[config.mk]
export PLATFORM = sky130hd
export DESIGN_NAME = lkvc_ctrl
export DESIGN_NICKNAME = d
export VERILOG_FILES = /design/src/hdl/lkvc_pkg.sv /design/src/hdl/lkvc_ctrl.sv
export SDC_FILE = /design/constraint.sdc
export NUM_CORES = 1
export LEC_CHECK = 0
export ABC_CLOCK_PERIOD_IN_PS = 1700
export BUFFER_PORTS_ARGS = -buffer_cell sky130_fd_sc_hd__buf_2
export CAP_MARGIN = 10
export CORE_AREA = 5 5 42 44
export CTS_BUF_LIST = sky130_fd_sc_hd__clkbuf_8
export CTS_CLUSTER_SIZE = 30
export DETAILED_ROUTE_END_ITERATION = 6
export DIE_AREA = 0 0 47 49
export PLACE_DENSITY = 0.34
export SLEW_MARGIN = 20
export SYNTH_ARGS = -nofsm -noshare
export SYNTH_HDL_FRONTEND = slang
export SYNTH_SLANG_ARGS = --single-unit
export TNS_END_PERCENT = 30
[constraint.sdc]
create_clock -name clk -period 1.7 [get_ports clk]
set_input_delay 0 -clock clk [delete_from_list [all_inputs] [get_ports clk]]
set_output_delay 0 -clock clk [all_outputs]
set_load 0.02 [all_outputs]
[src/hdl/lkvc_pkg.sv]
// ----------------------------------------------------------------------------
// LRU key/value cache package
// Command codes and the control structure shared by the modules.
// ----------------------------------------------------------------------------
package lkvc_pkg;

	// Operation codes carried on cmd.
	localparam logic [1:0] CMD_LOOKUP = 2'd0;
	localparam logic [1:0] CMD_INSERT = 2'd1;
	localparam logic [1:0] CMD_ERASE  = 2'd2;

	// Commands from the controller to the datapath.
	typedef struct packed {
		logic capture;   // register the incoming item
		logic update;    // apply the operation to the entry array
	} lkvc_ctrl_t;

endpackage

[src/hdl/lkvc_ctrl.sv]
// ----------------------------------------------------------------------------
// LRU cache controller
// Sequences each item through compare and update and raises the strobe.
// ----------------------------------------------------------------------------
module lkvc_ctrl (
	input  logic                 clk,
	input  logic                 arst_n,
	input  logic                 start,
	output logic                 busy,
	output logic                 done,
	output lkvc_pkg::lkvc_ctrl_t ctrl
);
	import lkvc_pkg::*;

	typedef enum logic [2:0] {
		ST_IDLE   = 3'b001,
		ST_UPDATE = 3'b010,
		ST_DONE   = 3'b100
	} state_t;

	state_t state_q, state_d;

	// Next state: an accepted item moves to update, then to done.
	always_comb begin
		state_d = state_q;
		case (state_q)
			ST_IDLE:   if (start) state_d = ST_UPDATE;
			ST_UPDATE: state_d = ST_DONE;
			ST_DONE:   state_d = start ? ST_UPDATE : ST_IDLE;
			default:   state_d = ST_IDLE;
		endcase
	end

	always_ff @(posedge clk or negedge arst_n) begin
		if (!arst_n) begin
			state_q <= ST_IDLE;
		end else begin
			state_q <= state_d;
		end
	end

	assign busy         = (state_q == ST_UPDATE);
	assign done         = (state_q == ST_DONE);
	assign ctrl.capture = start && !busy;
	assign ctrl.update  = (state_q == ST_UPDATE);

endmodule

### After elaboration in Yosys (flattened, before gate mapping)

Cells that the tools add are included.

* bits of input ports: 3
* register bits after elaboration: 3
* output and inout port bits: 4
* logic and storage cells: 10

* reduce and logical (&&, ||, !) cells: 2
* eq/ne operators: 4
* mux-type cells: 3

Operators by type and width (count)
* 3-bit case mux with 3 select lines: 1
* 3-bit by 1-bit equality test with 1-bit output, second input constant: 1
* 3-bit by 2-bit equality test with 1-bit output, second input constant: 1
* 3-bit equality test, second input constant: 1
* 3-bit two-way mux: 1
* 2-bit two-way mux: 1
* 2-bit != test, second input constant: 1
* 1-bit logical AND: 1
* 1-bit logical NOT: 1

### Depth between registers and ports, before layout

Gate-level depths: netlist of run 1.

* depth in word-level cells: 3
* mapped depth: 2
* gate-level depth less buffers: 2

### Least setup slack after synthesis of run 1

No wires, ideal clock.

* kind: reg2out
* start point: register state_q[2]
* end point: output port ctrl[0] in the netlist's numbering
* required time: 1700 ps
* data arrival time: 1092 ps
* path buffers: 1
* slack: 608 ps
* cell stages (with the launch flop): 3
* path through: dfrtp_1 > nor3b_2 > buf_4

* word-level cells in the longest chain between the ends: 1

RTL lines
* start, declared: RTL line lkvc_ctrl.sv:21 `state_t state_q, state_d;`
* start signal, assigned: RTL line lkvc_ctrl.sv:38 `state_q <= state_d;`
* 3-bit by 2-bit equality test with 1-bit output
* end, declared: RTL line lkvc_ctrl.sv:11 `output lkvc_pkg::lkvc_ctrl_t ctrl`

No other way between the ends.

==> results.json, run 1 <==
{
  "status": "finished clean",
  "top_register": "state_q",
  "switching_share": 0.2978,
  "fillers": 160,
  "cts_tree": "done",
  "cts_resized": 0,
  "yosysSeqAreaShare": 0.4388,
  "fin_util": 0.1938,
  "grt_max_degree": 7,
  "crit_chain": "nor3b_2, nor2b_1, buf_2",
  "vias": 132,
  "start_kind": "register",
  "whs_endpoint": "state_q[1]$_DFFE_PN0P_",
  "die_h_um": 49,
  "gp_congestion": 0.6217,
  "finalSetupViolCount": 0,
  "final_max_slew_viol_count": 0,
  "min_path_type": "in2reg",
  "final_nets": 27,
  "wl_met2_um": 91,
  "grt_pass1_wl_um": 579,
  "critPathArrivalTime_ns": 1.17,
  "whs_ns": 0.09147,
  "port_buffers": 6,
  "p_clk_frac": 0.420,
  "grt_pass1_vias": 133,
  "top_layer_used": "met3",
  "cp_top_family": "flip-flops",
  "critPathBufInv": 1,
  "whs_path_depth": 2,
  "core_area_mm2": 0.001401,
  "period_share": 0.6861,
  "yosys-top-cells-area": "dfrtp_1 (29%), dfstp_2 (15%), nor3b_2 (14%)",
  "reg_top3": "state_q: 3 flops",
  "wl_per_cell_um": 8.333,
  "p_seq_frac": 0.316,
  "hold_buffers": 1,
  "die_w_um": 47,
  "p_int_uw": 326.0,
  "powerDensity_mw_per_mm2": 1710,
  "synth_area_per_cell_um2": 13.38,
  "p_leak_uw": 0.0001219,
  "postCtsSetupBuffers": 0,
  "cts_buffers": 3,
  "start_util": 0.1241,
  "dr.pass1.iters": 2,
  "wirelength_um": 325,
  "multi_input_area_um2": 90.09,
  "syn_nets": 16,
  "synth_top_area_frac": 0.2878,
  "fin_cells": 39,
  "final-seq-area_um2": 76.32,
  "hold_viol_final": 0,
  "max_stage_delay_ns": 0.42,
  "clk_pin_slew_worst_paths_ns": 0.03,
  "drc": 0,
  "drt-vias-per-instance": 3.385,
  "rows": 14,
  "ir_drop_mv": 0.5811,
  "timing.fmax_mhz": 857.4,
  "largest_register_ff_count": 3,
  "drtIter0Drc": 3,
  "clock_latency_ns": 0.21,
  "yosys.area.top_type": "dfrtp_1",
  "finalCriticalPeriod_ns": 1.166,
  "dp.cells": 34,
  "drtAntennaViolNets": 0,
  "ys_ff_latch": 3,
  "r2r-start": "state_q[0]$_DFFE_PN1P_",
  "holdCritStartpoint": "start",
  "fin_setup_tns_ns": 0,
  "cp.required_ns": 1.70,
  "critPathKind": "reg2out",
  "cts_buffer_depth": 2,
  "switchingPower_uw": 138.2,
  "globalRouteOverflowTotal": 0,
  "maxCapViolCount": 0,
  "r2r-end": "state_q[0]$_DFFE_PN1P_",
  "worst_pin_slew_ns": 0.2791,
  "syn_area_um2": 173.9,
  "combPwrFrac": 0.263,
  "reg2reg_depth": 2,
  "crit_path_end_kind": "primary output",
  "cts-root-buf": "clkbuf_8",
  "die_area_mm2": 0.002303,
  "ioPinCount": 7,
  "htree_levels": 1,
  "max-slew-margin-rel": 0.8131,
  "track_usage": 0.04164,
  "cts.sinks": 3,
  "netlist_instances": 13,
  "rsz0062_at_grt": "no",
  "ff2ff_setup_slack_ns": 0.71,
  "yosysUniqueCellTypes": 10,
  "skew_ns": 0.003108,
  "num_antenna_cells": 0,
  "wl_met1_um": 160,
  "crit_fanout": 6,
  "cp_slowest_cell": "dfrtp_1",
  "antenna_found_initial": 0,
  "wl_met3_um": 73,
  "ys_warn_count": 0,
  "syn_to_final_growth_pct": 56.11,
  "drive_above_1_share": 0.6087
}
==> how the worst max path moves through the flow <==
stage	startpoint	to	slack, ns	cells past startpoint
after CTS	state_q[2]$_DFFE_PN0P_	ctrl[1]	0.53	3
after floorplan	state_q[2]$_DFFE_PN0P_	ctrl[0]	0.61	2
after global routing	state_q[1]$_DFFE_PN0P_	ctrl[1]	0.44	3
after detailed placement	state_q[0]$_DFFE_PN1P_	state_q[0]$_DFFE_PN1P_	0.71	2
after global placement	state_q[0]$_DFFE_PN1P_	state_q[0]$_DFFE_PN1P_	0.73	2
final	state_q[2]$_DFFE_PN0P_	ctrl[1]	0.53	3
==> worst reg2reg max path: cells and delay by family (launching register included) <==
| kind | cells | cell delay (ns) |
|---|---|---|
| DFF | 1 | 0.57 |
| and+or+nand+nor | 2 | 0.34 |
==> cell families after synthesis <==
family,synth area share
buf+inv,0.04318
simple gates,0.4676
xor+xnor,0.05037
flops,0.4389
==> Yosys cell counts <==
| master | instances |
|---|---|
| and4bb_1 | 1 |
| and4bb_2 | 1 |
| buf_4 | 1 |
| dfrtp_1 | 2 |
| dfstp_2 | 1 |
| nor2b_1 | 1 |
| nor3_2 | 1 |
| nor3b_1 | 2 |
| nor3b_2 | 2 |
| xnor2_1 | 1 |
==> placed cells by master (no fill, tap or decap) <==
cell type / count
dlygate4sd3_1: 1
clkbuf_8: 3
nor3_2: 1
and4bb_1: 1
xnor2_1: 1
dfstp_2: 1
nor2b_1: 1
inv_1: 1
nor3b_2: 2
nor3b_1: 2
dfrtp_1: 2
buf_2: 6
and4bb_2: 1
==> layer usage <==
metal  vias up  GRT usage
met5         -          0
met4         0    0.02765
met3         0    0.05535
met2         9    0.03846
met1        55    0.04646
li1         68          -
==> area by class of cell <==
| class | instances | share of cell area |
|---|---|---|
| flip-flops and latches | 3 | 0.2811 |
| repair buffers | 7 | 0.1475 |
| clock buffers | 3 | 0.1521 |
| multi-input cells | 9 | 0.3318 |
| clock inverters | 1 | 0.01382 |
| well taps | 16 | 0.07373 |
==> through the flow <==
stage	area, um^2	worst slack (ns)	total power (uW)
final	271.5	0.5336	464.3
after global routing	271.5	0.4418	502.0
after CTS	271.5	0.5276	472.0
after detailed placement	216.5	0.7137	268.6
after global placement	216.5	0.7283	266.7
after floorplan	173.9	0.6079	242.0
==> power groups by stage <==
| stage | clock [uW] | sequential [uW] | combinational [uW] |
|---|---|---|---|
| 2_1_floorplan | 0 | 138 | 104 |
| 3_3_place_gp | 0 | 147 | 120 |
| 3_5_place_dp | 0 | 146 | 122 |
| 4_1_cts | 202 | 146 | 125 |
| 5_1_grt | 209 | 157 | 136 |
| 6_report | 195 | 147 | 122 |
No activity file was read; power rests on OpenSTA's default activity.
==> run 2, diff against run 1 <==
ABC_CLOCK_PERIOD_IN_PS = 940   (was 1700)
PLACE_DENSITY = 0.35   (was 0.34)
clock period = 0.94 ns   (was 1.7 ns; I/O delays follow)
==> results.json, run 2 (synthesized netlist as in run 1, its figures left out) <==
{
  "status": "finished, violations left",
  "violations": "negative setup slack",
  "whs_ns": 0.08708,
  "switchingPower_uw": 296.8,
  "switching_share": 0.2977,
  "ir_drop_mv": 1.018,
  "final_common_cell": "buf_2",
  "cts_tree": "done",
  "largest_register_ff_count": 3,
  "htree_levels": 1,
  "drc": 0,
  "finalCriticalPeriod_ns": 1.140,
  "wirelength_um": 383,
  "top_register": "state_q",
  "p_leak_uw": 0.0001409,
  "drt-vias-per-instance": 3.442,
  "crit_fanout": 4,
  "powerDensity_mw_per_mm2": 3149,
  "grt_max_degree": 7,
  "port_buffers": 6,
  "fillers": 165,
  "p_clk_frac": 0.363,
  "skew_ns": 0.0004897,
  "syn_to_final_growth_pct": 82.01,
  "cts_buffer_depth": 2,
  "dr.pass1.iters": 4,
  "final_max_slew_viol_count": 0,
  "track_usage": 0.04234,
  "hold_viol_final": 0,
  "period_share": 1.213,
  "start_util": 0.1241,
  "rsz0062_at_grt": "yes",
  "core_area_mm2": 0.001401,
  "finalSetupViolCount": 6,
  "die_area_mm2": 0.002303,
  "min_path_type": "in2reg",
  "combPwrFrac": 0.378,
  "grt.busiest_layer": "met4",
  "multi_input_area_um2": 96.34,
  "crit_chain": "buf_6, nor3b_4, nor2b_1, buf_4",
  "vias": 148,
  "die_h_um": 49,
  "critPathArrivalTime_ns": 1.14,
  "clock_latency_ns": 0.21,
  "fin_util": 0.2259,
  "rows": 14,
  "timing.fmax_mhz": 877.1,
  "cp_slowest_cell": "dfstp_2",
  "cts_buffers": 3,
  "grt_pass1_wl_um": 648,
  "critPathKind": "reg2out",
  "antenna_found_initial": 0,
  "drtIter0Drc": 4,
  "grt_pass1_vias": 162,
  "globalRouteOverflowTotal": 0,
  "setup_slack_ns": -0.2001,
  "p_total_uw": 997.0,
  "cts.sinks": 3,
  "final-seq-area_um2": 78.83,
  "ioPinCount": 7,
  "max_stage_delay_ns": 0.53,
  "start_kind": "register",
  "final_nets": 31,
  "reg_top3": "state_q: 3 flops",
  "cp.required_ns": 0.94,
  "drive_above_1_share": 0.7407,
  "use_met1": 0.04867,
  "crit_path_end_kind": "primary output",
  "use_met3": 0.01107,
  "gp_congestion": 0.6271,
  "mostFrequentLayoutCells": "buf_2 (5), buf_4 (4), clkbuf_8 (3)",
  "max-slew-margin-rel": 0.8756,
  "maxCapViolCount": 0,
  "cts-root-buf": "clkbuf_8",
  "p_int_uw": 700.2,
  "clk_pin_slew_worst_paths_ns": 0.03,
  "wl_per_cell_um": 8.907,
  "drtAntennaViolNets": 0,
  "gr-usage-met2": 0.05204,
  "p_seq_frac": 0.258,
  "worst_pin_slew_ns": 0.1864,
  "die_w_um": 47,
  "num_antenna_cells": 0
}
==> run 2: what timing repair did <==
item	CTS	global route
endpoints found under the hold margin	3	0
hold buffers	1	0
pin swaps	1	0
resized for setup	3	1
endpoints found under the setup margin	6	7
setup buffers	2	0
==> run 2: final cells by class <==
class,instances,area share
well taps,16,0.06324
clock buffers,3,0.1304
multi-input cells,9,0.3043
flip-flops and latches,3,0.2490
clock inverters,1,0.01186
repair buffers,11,0.2411
==> run 2: per-stage QoR <==
step / setup WS [ns] / instances / instance area, um^2 / setup TNS (ns)
4_1_cts: -0.2064 / 43 / 315.3 / -0.9544
3_3_place_gp: -0.03465 / 36 / 237.7 / -0.05706
3_5_place_dp: -0.03532 / 36 / 237.7 / -0.1351
5_1_grt: -0.2390 / 43 / 316.6 / -1.309
6_report: -0.2001 / 43 / 316.6 / -0.9045
2_1_floorplan: -0.05168 / 13 / 180.2 / -0.1658
==> run 2: path summary, 6_finish.rpt <==
path | cells after the start | startpoint | slack [ns] | to
setup reg to reg | 4 | state_q[0]$_DFFE_PN1P_ | -0.14 | state_q[1]$_DFFE_PN0P_
max in group asynchronous | 2 | arst_n | 0.64 | state_q[0]$_DFFE_PN1P_
hold reg to reg | 1 | state_q[1]$_DFFE_PN0P_ | 0.49 | state_q[1]$_DFFE_PN0P_
hold / removal | 2 | start | 0.09 | state_q[1]$_DFFE_PN0P_
min in group asynchronous | 2 | arst_n | 0.11 | state_q[1]$_DFFE_PN0P_
setup / recovery | 4 | state_q[0]$_DFFE_PN1P_ | -0.20 | ctrl[1]
==> run 2: routing by layer <==
layer	share of wire	wire [um]	vias up
met1	0.47	180	66
li1	-	-	75
met4	0	0	0
met3	0.13	51	0
met5	0	0	-
met2	0.39	151	7
==> run 2: power groups by stage <==
stage | registers (uW) | logic, uW | clock network [uW]
after CTS | 252 | 381 | 375
after detailed placement | 253 | 315 | 0
after floorplan | 261 | 201 | 0
after global placement | 252 | 308 | 0
final | 258 | 377 | 362
after global routing | 271 | 408 | 380
==> run 2: critical path: cells and delay by family, from the launching register on <==
| family | cells | cell delay (ns) |
|---|---|---|
| flip-flops | 1 | 0.53 |
| buffers and inverters | 2 | 0.24 |
| AND/OR/NAND/NOR | 2 | 0.14 |
